==> src/hw/rtl/slot_record_table_core_macros.svh <==
// Assertion macros for the slot record table.
// Expects clk and rst_n in the scope where they are used.
`ifndef SLOT_RECORD_TABLE_CORE_MACROS_SVH
`define SLOT_RECORD_TABLE_CORE_MACROS_SVH

// same-cycle implication
`define SRT_ASSERT_NOW(label, ante, cons) \
  label: assert property (@(posedge clk) disable iff (!rst_n) (ante) |-> (cons)) \
    else $error("slot record table: assertion failed");

// next-cycle implication
`define SRT_ASSERT_NXT(label, ante, cons) \
  label: assert property (@(posedge clk) disable iff (!rst_n) (ante) |=> (cons)) \
    else $error("slot record table: assertion failed");

`endif

==> src/hw/rtl/srt_pkg.sv <==
// Shared constants, command codes and types of the slot record table.
// No dependencies.
`default_nettype none

package srt_pkg;

  localparam int SLOTS   = 16;
  localparam int ID_BITS = 16;
  localparam int IDX_W   = $clog2(SLOTS);
  localparam int CNT_W   = $clog2(SLOTS + 1);

  // fixed field widths of the ports
  localparam int CMD_W   = 3;
  localparam int KEY_W   = 16;
  localparam int SLOT_W  = 4;
  localparam int ENTRY_W = 16;
  localparam int COUNT_W = 5;
  localparam int CFG_W   = 16;

  localparam logic [CMD_W-1:0] CMD_INSERT    = 3'd0;
  localparam logic [CMD_W-1:0] CMD_REMOVE    = 3'd1;
  localparam logic [CMD_W-1:0] CMD_FIND      = 3'd2;
  localparam logic [CMD_W-1:0] CMD_COUNT_OCC = 3'd3;
  localparam logic [CMD_W-1:0] CMD_COUNT_REM = 3'd4;
  localparam logic [CMD_W-1:0] CMD_SORT_ASC  = 3'd5;
  localparam logic [CMD_W-1:0] CMD_SORT_DESC = 3'd6;

  typedef struct packed {
    logic               ok;
    logic [SLOT_W-1:0]  slot_index;
    logic [ENTRY_W-1:0] entry_id;
    logic [COUNT_W-1:0] count;
  } res_t;

  typedef struct packed {
    logic               we;
    logic [IDX_W-1:0]   waddr;
    logic [ID_BITS-1:0] wdata;
    logic [IDX_W-1:0]   raddr;
  } ram_req_t;

endpackage

`default_nettype wire

==> src/hw/rtl/srt_in_if.sv <==
// Command channel of the slot record table: valid/ready plus command and key.
// Depends on srt_pkg.
`default_nettype none

interface srt_in_if import srt_pkg::*; ();
  logic             valid;
  logic             ready;
  logic [CMD_W-1:0] cmd;
  logic [KEY_W-1:0] key_id;

  modport source (output valid, output cmd, output key_id, input ready);
  modport sink   (input valid, input cmd, input key_id, output ready);
endinterface

`default_nettype wire

==> src/hw/rtl/srt_out_if.sv <==
// Result channel of the slot record table: valid/ready plus result fields.
// Depends on srt_pkg.
`default_nettype none

interface srt_out_if import srt_pkg::*; ();
  logic               valid;
  logic               ready;
  logic               ok;
  logic [SLOT_W-1:0]  slot_index;
  logic [ENTRY_W-1:0] entry_id;
  logic [COUNT_W-1:0] count;

  modport source (output valid, output ok, output slot_index, output entry_id,
                  output count, input ready);
  modport sink   (input valid, input ok, input slot_index, input entry_id,
                  input count, output ready);
endinterface

`default_nettype wire

==> src/hw/rtl/srt_id_ram.sv <==
// Generic simple dual-port RAM: one write port, one read port, registered read.
// No dependencies.
`default_nettype none

module srt_id_ram #(
  parameter int DEPTH = 16,
  parameter int WIDTH = 16,
  parameter int AW    = $clog2(DEPTH)
) (
  input  wire logic             clk,
  input  wire logic             we,
  input  wire logic [AW-1:0]    waddr,
  input  wire logic [WIDTH-1:0] wdata,
  input  wire logic [AW-1:0]    raddr,
  output logic      [WIDTH-1:0] rdata
);

  logic [WIDTH-1:0] mem [DEPTH];
  logic [WIDTH-1:0] rdata_r;

  always_ff @(posedge clk) begin
    if (we) begin
      mem[waddr] <= wdata;
    end
    rdata_r <= mem[raddr];
  end

  assign rdata = rdata_r;

endmodule

`default_nettype wire

==> src/hw/rtl/srt_engine.sv <==
// Command sequencer: slot status bits, id counter, scan and sort over the id RAM.
// Depends on srt_pkg, srt_in_if and the assertion macros header.
`default_nettype none
`include "slot_record_table_core_macros.svh"

module srt_engine import srt_pkg::*; (
  input  wire logic               clk,
  input  wire logic               rst_n,
  srt_in_if.sink                  in_ch,
  input  wire logic               cfg_we,
  input  wire logic [CFG_W-1:0]   cfg_wdata,
  output ram_req_t                ram_req,
  input  wire logic [ID_BITS-1:0] rd_data,
  output res_t                    res,
  output logic                    res_valid,
  input  wire logic               res_ready
);

  localparam logic [3:0] ST_IDLE      = 4'd0;
  localparam logic [3:0] ST_SCAN      = 4'd1;
  localparam logic [3:0] ST_CHECK     = 4'd2;
  localparam logic [3:0] ST_SORT_I    = 4'd3;
  localparam logic [3:0] ST_SORT_ILD  = 4'd4;
  localparam logic [3:0] ST_SORT_J    = 4'd5;
  localparam logic [3:0] ST_SORT_JCMP = 4'd6;
  localparam logic [3:0] ST_SORT_IWB  = 4'd7;
  localparam logic [3:0] ST_DONE      = 4'd8;

  localparam logic [IDX_W-1:0] IDX_LAST   = IDX_W'(SLOTS - 1);
  localparam logic [IDX_W-1:0] I_LAST     = IDX_W'(SLOTS - 2);
  localparam logic [IDX_W-1:0] IDX_ONE    = IDX_W'(1);

  logic [3:0]         state_r, state_nxt;
  logic [CMD_W-1:0]   cmd_r, cmd_nxt;
  logic [KEY_W-1:0]   key_r, key_nxt;
  logic [IDX_W-1:0]   idx_r, idx_nxt;
  logic [IDX_W-1:0]   jdx_r, jdx_nxt;
  logic [CNT_W-1:0]   cnt_r, cnt_nxt;
  logic [ID_BITS-1:0] cur_r, cur_nxt;
  logic [ID_BITS-1:0] ctr_r, ctr_nxt;
  logic [SLOTS-1:0]   occ_r, occ_nxt;
  logic [SLOTS-1:0]   rem_r, rem_nxt;
  res_t               res_r, res_nxt;

  logic               slot_free;
  logic               idx_last;
  logic               jdx_last;
  logic               cnt_bit;
  logic [CNT_W-1:0]   cnt_sum;
  logic [ID_BITS-1:0] ctr_inc;
  logic [ID_BITS-1:0] key_id_w;
  logic               swap;
  logic               ins_hit;

  assign slot_free = !occ_r[idx_r] && !rem_r[idx_r];
  assign idx_last  = (idx_r == IDX_LAST);
  assign jdx_last  = (jdx_r == IDX_LAST);
  assign cnt_bit   = (cmd_r == CMD_COUNT_OCC) ? occ_r[idx_r] : rem_r[idx_r];
  assign cnt_sum   = cnt_r + CNT_W'(cnt_bit);
  assign ctr_inc   = ctr_r + ID_BITS'(1);
  assign key_id_w  = ID_BITS'(key_r);
  assign swap      = (cmd_r == CMD_SORT_DESC) ? (cur_r < rd_data) : (cur_r > rd_data);
  assign ins_hit   = (state_r == ST_SCAN) && (cmd_r == CMD_INSERT) && slot_free;

  assign in_ch.ready = (state_r == ST_IDLE);
  assign res_valid   = (state_r == ST_DONE);
  assign res         = res_r;

  always_comb begin
    state_nxt = state_r;
    cmd_nxt   = cmd_r;
    key_nxt   = key_r;
    idx_nxt   = idx_r;
    jdx_nxt   = jdx_r;
    cnt_nxt   = cnt_r;
    cur_nxt   = cur_r;
    ctr_nxt   = ctr_r;
    occ_nxt   = occ_r;
    rem_nxt   = rem_r;
    res_nxt   = res_r;
    ram_req.we    = 1'b0;
    ram_req.waddr = idx_r;
    ram_req.wdata = cur_r;
    ram_req.raddr = idx_r;

    unique case (state_r)
      ST_IDLE: begin
        if (in_ch.valid) begin
          cmd_nxt = in_ch.cmd;
          key_nxt = in_ch.key_id;
          idx_nxt = '0;
          cnt_nxt = '0;
          res_nxt = '0;
          unique case (in_ch.cmd)
            CMD_INSERT, CMD_REMOVE, CMD_FIND,
            CMD_COUNT_OCC, CMD_COUNT_REM: state_nxt = ST_SCAN;
            CMD_SORT_ASC, CMD_SORT_DESC:  state_nxt = ST_SORT_I;
            default:                      state_nxt = ST_DONE;
          endcase
        end
      end

      ST_SCAN: begin
        unique case (cmd_r)
          CMD_INSERT: begin
            if (slot_free) begin
              ctr_nxt        = ctr_inc;
              ram_req.we     = 1'b1;
              ram_req.wdata  = ctr_inc;
              occ_nxt[idx_r] = 1'b1;
              res_nxt.ok         = 1'b1;
              res_nxt.slot_index = SLOT_W'(idx_r);
              res_nxt.entry_id   = ENTRY_W'(ctr_inc);
              state_nxt = ST_DONE;
            end else if (idx_last) begin
              state_nxt = ST_DONE;
            end else begin
              idx_nxt = idx_r + IDX_ONE;
            end
          end
          CMD_REMOVE, CMD_FIND: begin
            // only occupied slots are compared; the id comes back next cycle
            if (occ_r[idx_r]) begin
              state_nxt = ST_CHECK;
            end else if (idx_last) begin
              state_nxt = ST_DONE;
            end else begin
              idx_nxt = idx_r + IDX_ONE;
            end
          end
          CMD_COUNT_OCC, CMD_COUNT_REM: begin
            if (idx_last) begin
              res_nxt.ok    = 1'b1;
              res_nxt.count = COUNT_W'(cnt_sum);
              state_nxt     = ST_DONE;
            end else begin
              cnt_nxt = cnt_sum;
              idx_nxt = idx_r + IDX_ONE;
            end
          end
          default: state_nxt = ST_DONE;
        endcase
      end

      ST_CHECK: begin
        if (rd_data == key_id_w) begin
          if (cmd_r == CMD_REMOVE) begin
            occ_nxt[idx_r] = 1'b0;
            rem_nxt[idx_r] = 1'b1;
          end
          res_nxt.ok         = 1'b1;
          res_nxt.slot_index = SLOT_W'(idx_r);
          res_nxt.entry_id   = ENTRY_W'(key_id_w);
          state_nxt = ST_DONE;
        end else if (idx_last) begin
          state_nxt = ST_DONE;
        end else begin
          idx_nxt   = idx_r + IDX_ONE;
          state_nxt = ST_SCAN;
        end
      end

      // outer pass: slot i held in cur_r while j sweeps the rest
      ST_SORT_I: begin
        jdx_nxt = idx_r + IDX_ONE;
        if (occ_r[idx_r]) begin
          state_nxt = ST_SORT_ILD;
        end else if (idx_r == I_LAST) begin
          res_nxt.ok = 1'b1;
          state_nxt  = ST_DONE;
        end else begin
          idx_nxt = idx_r + IDX_ONE;
        end
      end

      ST_SORT_ILD: begin
        cur_nxt   = rd_data;
        state_nxt = ST_SORT_J;
      end

      ST_SORT_J: begin
        ram_req.raddr = jdx_r;
        if (occ_r[jdx_r]) begin
          state_nxt = ST_SORT_JCMP;
        end else if (jdx_last) begin
          state_nxt = ST_SORT_IWB;
        end else begin
          jdx_nxt = jdx_r + IDX_ONE;
        end
      end

      ST_SORT_JCMP: begin
        if (swap) begin
          ram_req.we    = 1'b1;
          ram_req.waddr = jdx_r;
          cur_nxt       = rd_data;
        end
        if (jdx_last) begin
          state_nxt = ST_SORT_IWB;
        end else begin
          jdx_nxt   = jdx_r + IDX_ONE;
          state_nxt = ST_SORT_J;
        end
      end

      ST_SORT_IWB: begin
        ram_req.we = 1'b1;
        if (idx_r == I_LAST) begin
          res_nxt.ok = 1'b1;
          state_nxt  = ST_DONE;
        end else begin
          idx_nxt   = idx_r + IDX_ONE;
          state_nxt = ST_SORT_I;
        end
      end

      ST_DONE: begin
        if (res_ready) begin
          state_nxt = ST_IDLE;
        end
      end

      default: state_nxt = ST_IDLE;
    endcase

    // written only while idle by user, so never collides with insert; unenforced
    if (cfg_we) begin
      ctr_nxt = ID_BITS'(cfg_wdata);
    end
  end

  always_ff @(posedge clk) begin
    if (!rst_n) begin
      state_r <= ST_IDLE;
      ctr_r   <= '0;
      occ_r   <= '0;
      rem_r   <= '0;
    end else begin
      state_r <= state_nxt;
      ctr_r   <= ctr_nxt;
      occ_r   <= occ_nxt;
      rem_r   <= rem_nxt;
    end
  end

  always_ff @(posedge clk) begin
    cmd_r <= cmd_nxt;
    key_r <= key_nxt;
    idx_r <= idx_nxt;
    jdx_r <= jdx_nxt;
    cnt_r <= cnt_nxt;
    cur_r <= cur_nxt;
    res_r <= res_nxt;
  end

  `SRT_ASSERT_NOW(a_status_excl, 1'b1, (occ_r & rem_r) == '0)
  `SRT_ASSERT_NOW(a_no_wr_idle, (state_r == ST_IDLE) || (state_r == ST_DONE), !ram_req.we)
  `SRT_ASSERT_NXT(a_insert_occ, ins_hit, occ_r[$past(idx_r)] && (state_r == ST_DONE))

endmodule

`default_nettype wire

==> src/hw/rtl/slot_record_table_core.sv <==
// Slot record table top level: sequencer, id RAM and result register.
// Depends on srt_pkg, srt_in_if, srt_out_if, srt_id_ram and srt_engine.
//
//  channel | direction | handshake     | payload
//  in_ch   | in        | valid/ready   | cmd, key_id
//  out_ch  | out       | valid/ready   | ok, slot_index, entry_id, count
//  cfg     | in        | cfg_we only   | cfg_wdata (id counter start)
//
// One item at a time. Insert checks one slot per cycle for the first free one.
// Find and remove step through the slots in the scan state and visit each
// occupied slot again in the check state for the RAM read. Counts scan every
// slot. Sort runs a nested pass over the id RAM read port: each occupied outer
// slot is loaded (SORT_I, SORT_ILD), compared with each occupied partner
// (SORT_J, SORT_JCMP) and written back (SORT_IWB). The result register lets the
// next item in while a result waits; a full register holds the sequencer in its
// final state. Reset is synchronous and clears all slots to free at once; the
// counter restarts at zero.
`default_nettype none

module slot_record_table_core import srt_pkg::*; (
  input  wire logic             clk,
  input  wire logic             rst_n,
  srt_in_if.sink                in_ch,
  srt_out_if.source             out_ch,
  input  wire logic             cfg_we,
  input  wire logic [CFG_W-1:0] cfg_wdata
);

  ram_req_t           ram_req;
  logic [ID_BITS-1:0] rd_data;
  res_t               res;
  logic               res_valid;
  logic               res_ready;

  logic out_valid_r, out_valid_nxt;
  res_t out_res_r;

  srt_engine u_engine (
    .clk       (clk),
    .rst_n     (rst_n),
    .in_ch     (in_ch),
    .cfg_we    (cfg_we),
    .cfg_wdata (cfg_wdata),
    .ram_req   (ram_req),
    .rd_data   (rd_data),
    .res       (res),
    .res_valid (res_valid),
    .res_ready (res_ready)
  );

  srt_id_ram #(
    .DEPTH (SLOTS),
    .WIDTH (ID_BITS)
  ) u_id_ram (
    .clk   (clk),
    .we    (ram_req.we),
    .waddr (ram_req.waddr),
    .wdata (ram_req.wdata),
    .raddr (ram_req.raddr),
    .rdata (rd_data)
  );

  assign res_ready = !out_valid_r || out_ch.ready;

  always_comb begin
    out_valid_nxt = out_valid_r;
    if (res_valid && res_ready) begin
      out_valid_nxt = 1'b1;
    end else if (out_ch.ready) begin
      out_valid_nxt = 1'b0;
    end
  end

  always_ff @(posedge clk) begin
    if (!rst_n) begin
      out_valid_r <= 1'b0;
    end else begin
      out_valid_r <= out_valid_nxt;
    end
  end

  always_ff @(posedge clk) begin
    if (res_valid && res_ready) begin
      out_res_r <= res;
    end
  end

  assign out_ch.valid      = out_valid_r;
  assign out_ch.ok         = out_res_r.ok;
  assign out_ch.slot_index = out_res_r.slot_index;
  assign out_ch.entry_id   = out_res_r.entry_id;
  assign out_ch.count      = out_res_r.count;

endmodule

`default_nettype wire

==> src/flat_wrapper.sv <==
// flat-port wrapper written by rule: the top's interface ports become plain ports
module slot_record_table_core_flat import srt_pkg::*;
  (clk, rst_n, cfg_we, cfg_wdata, in_ch_valid, in_ch_cmd, in_ch_key_id, in_ch_ready, out_ch_valid, out_ch_ok, out_ch_slot_index, out_ch_entry_id, out_ch_count, out_ch_ready);
  srt_in_if in_ch_i ();
  srt_out_if out_ch_i ();
  input  wire logic clk;
  input  wire logic rst_n;
  input  wire logic cfg_we;
  input  wire logic [CFG_W-1:0] cfg_wdata;
  input wire logic [$bits(in_ch_i.valid)-1:0] in_ch_valid;
  input wire logic [$bits(in_ch_i.cmd)-1:0] in_ch_cmd;
  input wire logic [$bits(in_ch_i.key_id)-1:0] in_ch_key_id;
  output wire logic [$bits(in_ch_i.ready)-1:0] in_ch_ready;
  output wire logic [$bits(out_ch_i.valid)-1:0] out_ch_valid;
  output wire logic [$bits(out_ch_i.ok)-1:0] out_ch_ok;
  output wire logic [$bits(out_ch_i.slot_index)-1:0] out_ch_slot_index;
  output wire logic [$bits(out_ch_i.entry_id)-1:0] out_ch_entry_id;
  output wire logic [$bits(out_ch_i.count)-1:0] out_ch_count;
  input wire logic [$bits(out_ch_i.ready)-1:0] out_ch_ready;
  assign in_ch_i.valid = in_ch_valid;
  assign in_ch_i.cmd = in_ch_cmd;
  assign in_ch_i.key_id = in_ch_key_id;
  assign in_ch_ready = in_ch_i.ready;
  assign out_ch_valid = out_ch_i.valid;
  assign out_ch_ok = out_ch_i.ok;
  assign out_ch_slot_index = out_ch_i.slot_index;
  assign out_ch_entry_id = out_ch_i.entry_id;
  assign out_ch_count = out_ch_i.count;
  assign out_ch_i.ready = out_ch_ready;
  slot_record_table_core u_core (.clk(clk), .rst_n(rst_n), .in_ch(in_ch_i), .out_ch(out_ch_i), .cfg_we(cfg_we), .cfg_wdata(cfg_wdata));
endmodule
==> config.mk <==
export PLATFORM = sky130hd
export DESIGN_NAME = slot_record_table_core_flat
export DESIGN_NICKNAME = d
export VERILOG_FILES = /design/src/hw/rtl/srt_pkg.sv /design/src/hw/rtl/srt_in_if.sv /design/src/hw/rtl/srt_out_if.sv /design/src/hw/rtl/srt_id_ram.sv /design/src/hw/rtl/srt_engine.sv /design/src/hw/rtl/slot_record_table_core.sv /design/src/flat_wrapper.sv
export VERILOG_INCLUDE_DIRS = /design/src /design/src/hw/rtl
export SDC_FILE = /design/constraint.sdc
export NUM_CORES = 1
export LEC_CHECK = 0
export ABC_AREA = 1
export ABC_CLOCK_PERIOD_IN_PS = 2900
export BUFFER_PORTS_ARGS = -buffer_cell sky130_fd_sc_hd__buf_2
export CORE_MARGIN = 10
export CORE_UTILIZATION = 56
export CTS_BUF_LIST = sky130_fd_sc_hd__clkbuf_8 sky130_fd_sc_hd__clkbuf_16
export CTS_CLUSTER_DIAMETER = 200
export DETAILED_ROUTE_END_ITERATION = 7
export PLACE_DENSITY = 0.82
export SYNTH_ARGS = -nofsm -noshare
export SYNTH_HDL_FRONTEND = slang
export SYNTH_HIERARCHICAL = 1
export SYNTH_SLANG_ARGS = --single-unit
==> constraint.sdc <==
create_clock -name clk -period 2.9 [get_ports clk]
set_input_delay 0.58 -clock clk [delete_from_list [all_inputs] [get_ports clk]]
set_output_delay 0.58 -clock clk [all_outputs]
set_load 0.01 [all_outputs]
==> reports/qor.csv <==
stage;metric;value;unit
power_and_ir_drop;powerDensity;861;nW/um2
final_layout;nets;2246;
clock_tree;clock_latency;570;ps
timing;clock_skew;26.4;ps
status;violations;negative setup slack;
detailed_routing;wirelength;54100;um
synth;async_flop_share;0;
power_and_ir_drop;max-vdd-ir-drop;0.595;mV
detailed_routing;dr_wl_met2;25200;um
clock_tree;cts_buffers;43;
timing;fmax;0.323;GHz
detailed_routing;vias;15300;
clock_tree;cts_tree;yes;
detailed_routing;top_layer;met4;
placed_design;place_congestion;0.925;
synth;yosysMostFrequentCell;nand2_1;
synth;synth-edff-count;356;
placed_design;hpwl;34600;um
job;cap_violations;0;
clock_tree;h-tree-depth;2;
synth;synth_commonest_cells;nand2_1 (604), edfxtp_1 (356), inv_1 (317);
min_path;hold_class;primary input to flip-flop;
floorplanning;die-height;207;um
worst_setup_path;cp-end-kind;flip-flop;
floorplanning;rows;68;
worst_setup_path;startpoint_type;flip-flop;
timing;setup_violations;239;
floorplanning;start_util;0.566;
placed_design;port-buffer-count;67;
global_routing;grt_max_degree;79;
worst_setup_path;worstPathMaxFanout;16;
timing;finalHoldViolations;0;
final_layout;areaGrowthSynthToFinish;16.2;%
synth;yosysTopAreaCell;edfxtp_1;
detailed_routing;drt_pass1_iterations;6;
synth;syn_area;19500;um2
worst_setup_path;cp.arrival;3360;ps
timing;rsz0062_at_grt;yes;
global_routing;antenna_found_initial;0;
synth;yosysWarningCount;6;
floorplanning;die-area;42700;um2
detailed_routing;antenna_left;0;
detailed_routing;drt-met1-wl;19500;um
timing;period_minus_slack;3100;ps
final_layout;layout-drive-gt1-share;0.147;
global_routing;gr-total-overflow;0;
synth;synth_flop_cell;edfxtp_1;
synth;synth_top_area_share;0.548;
placed_design;post-place-ws;-315;ps
detailed_routing;drc;0;
floorplanning;ios;68;
detailed_routing;routedWlPerCell;20.3;um
status;status;finished, violations left;
worst_setup_path;path_cells;ha_4, a21oi_1, o211a_1, o21ai_2, nand2_1, nand2_2, a21oi_4, nand2_4, nand2_1, o21ai_2, inv_1, nand2_2, nor2_2, buf_12;
global_routing;grt_usage;0.244;
detailed_routing;viasPerCell;5.73;
final_layout;antenna_cells;0;
detailed_routing;wl_met3;6070;um
synth;syn_nets;2108;
synth;syn_area_per_cell;9.55;um2
timing;maxSlewViolCount;0;
clock_tree;clock_path_buffers;3;
synth;synthDistinctLibCells;51;
worst_setup_path;critPathKind;flip-flop to flip-flop;
synth;synthCells;2044;
clock_tree;ctsHoldBuffers;0;
power_and_ir_drop;power.leakage;9.64;nW
worst_setup_path;slowest_stage;edfxtp_1;
worst_setup_path;cpPeakStageDelay;430;ps
worst_setup_path;required;3160;ps
synth;synth-seq-cells;425;
global_routing;grt_pass1_vias;14700;
timing;timing.final.crit_share;1.07;
synth;synth_area_leaders;edfxtp_1 (55%), nand2_1 (12%), dfxtp_1 (7.1%), nand3_1 (6.6%), inv_1 (6.1%);
timing;tightest_slew;946;ps
clock_tree;cts.sinks;425;
synth;yosysSeqAreaShare;0.619;
timing;finalWorstSetupSlack;-197;ps
floorplanning;design.core.area;34500;um2
clock_tree;path_clk_slew;60;ps
global_routing;grt_pass1_wl;80500;um
detailed_routing;drt_iter0_drc;2014;
timing;maxSlewHeadroom;0.369;
floorplanning;die_w;207;um
power_and_ir_drop;total_power;19.5;mW
clock_tree;clockRootBuffer;clkbuf_16;
## cell usage in the layout, fill, tap and decap left out, types with 6 or more instances in the layout
| cell | count |
|---|---|
| a31oi_1 | 15 |
| buf_6 | 8 |
| xnor2_1 | 14 |
| inv_2 | 9 |
| o21ai_1 | 8 |
| inv_1 | 328 |
| edfxtp_1 | 356 |
| o21ai_0 | 28 |
| nor3_1 | 10 |
| nand3_1 | 254 |
| clkbuf_16 | 44 |
| nand4_1 | 13 |
| ha_1 | 19 |
| nand2_2 | 10 |
| nor2_4 | 7 |
| nand3_2 | 8 |
| o21ai_2 | 6 |
| nor2_1 | 99 |
| clkinv_2 | 11 |
| dfxtp_1 | 69 |
| a21oi_1 | 43 |
| buf_2 | 67 |
| xor2_1 | 12 |
| nand2_1 | 594 |
| nor2_2 | 12 |
| buf_12 | 22 |
| buf_4 | 73 |
## timing repair
action | in CTS | in global routing
buffers inserted | 1 | 5
gates cloned | 2 | 1
endpoints found under the setup margin | 256 | 258
pin swaps | 2 | 9
gates resized for setup | 20 | 49
## registers in the layout, indices dropped and copies added (netlist names), 5 cells and up, named ones only
signal,flops
u_core/u_engine/rem_r,16
u_core/u_engine/res,26
u_core/u_engine/key_id_w,16
u_core/u_id_ram/mem,256
u_core/u_id_ram/rdata,16
u_core/u_engine/cnt_r,5
u_core/u_engine/ctr_r,16
u_core/out_ch.count,5
u_core/out_ch.entry_id,16
u_core/u_engine/cur_r,16
## worst max-delay path, delay by kind of cell (launching register included)
kind	cells	cell delay, ps
adders and majority gates	1	290
buffers and inverters	2	330
and+or+nand+nor	6	850
AOI/OAI and AO/OA	5	920
DFF	1	430
## kinds of logic (layout without fill, tap and decap cells)
logic type               after synthesis  count (layout)  share of synthesized area
AND/OR/NAND/NOR                     1028            1029                      0.227
flip-flops                           425             425                      0.619
buffers and inverters                409             580                     0.0883
AO/OA/AOI/OAI                        131             131                     0.0383
XOR/XNOR                              26              26                     0.0117
adder cells (fa/ha/maj)               24              24                     0.0154
multiplexers                           1               1                   0.000577
## power breakdown
group	internal (mW)	leakage, nW	switching, mW
clock	2.86	0.694	2.33
sequential	7.33	3.82	0.313
combinational	2.08	5.13	4.60
total	12.3	9.64	7.24
## metrics by stage
stage               std cells  cell area [um2]  utilization  setup TNS [ps]  hold WS, ps
global route             2671            22700        0.658          -51830          192
detailed placement       2583            21000        0.609          -57700          405
CTS                      2665            22400        0.651               0          193
global placement         2583            21000        0.609           -6590          400
finish                   2671            22700        0.658          -24950          201
floorplan                2044            19500            -          -34630          400
## layer usage
layer	global-route usage	vias up
li1	-	6933
met1	0.306	7105
met2	0.395	1033
met3	0.0442	240
met4	0.134	0
met5	0	-
## final cells by class
cell class / instances / area (um2)
flip-flops and latches: 425 / 12100
fillers: 2412 / 11800
multi-input cells: 1211 / 6020
repair buffers: 171 / 1440
inverters: 330 / 1250
clock buffers: 45 / 1100
well taps: 455 / 569
clock inverters: 34 / 218
## final timing paths
| check | start | endpoint | slack [ps] | depth (start not counted) |
|---|---|---|---|---|
| max | u_core/u_engine/cur_r[3] | u_core/u_id_ram/mem[13][4] | -200 | 14 |
| min reg2reg | u_core/u_engine/res[24] | u_core/out_ch.slot_index[3] | 420 | 0 |
| max reg2reg | u_core/u_engine/cur_r[3] | u_core/u_id_ram/mem[13][4] | -200 | 14 |
| min | in_ch_key_id[0] | u_core/u_engine/key_id_w[0] | 200 | 1 |
No activity file was read; power rests on OpenSTA's default activity.
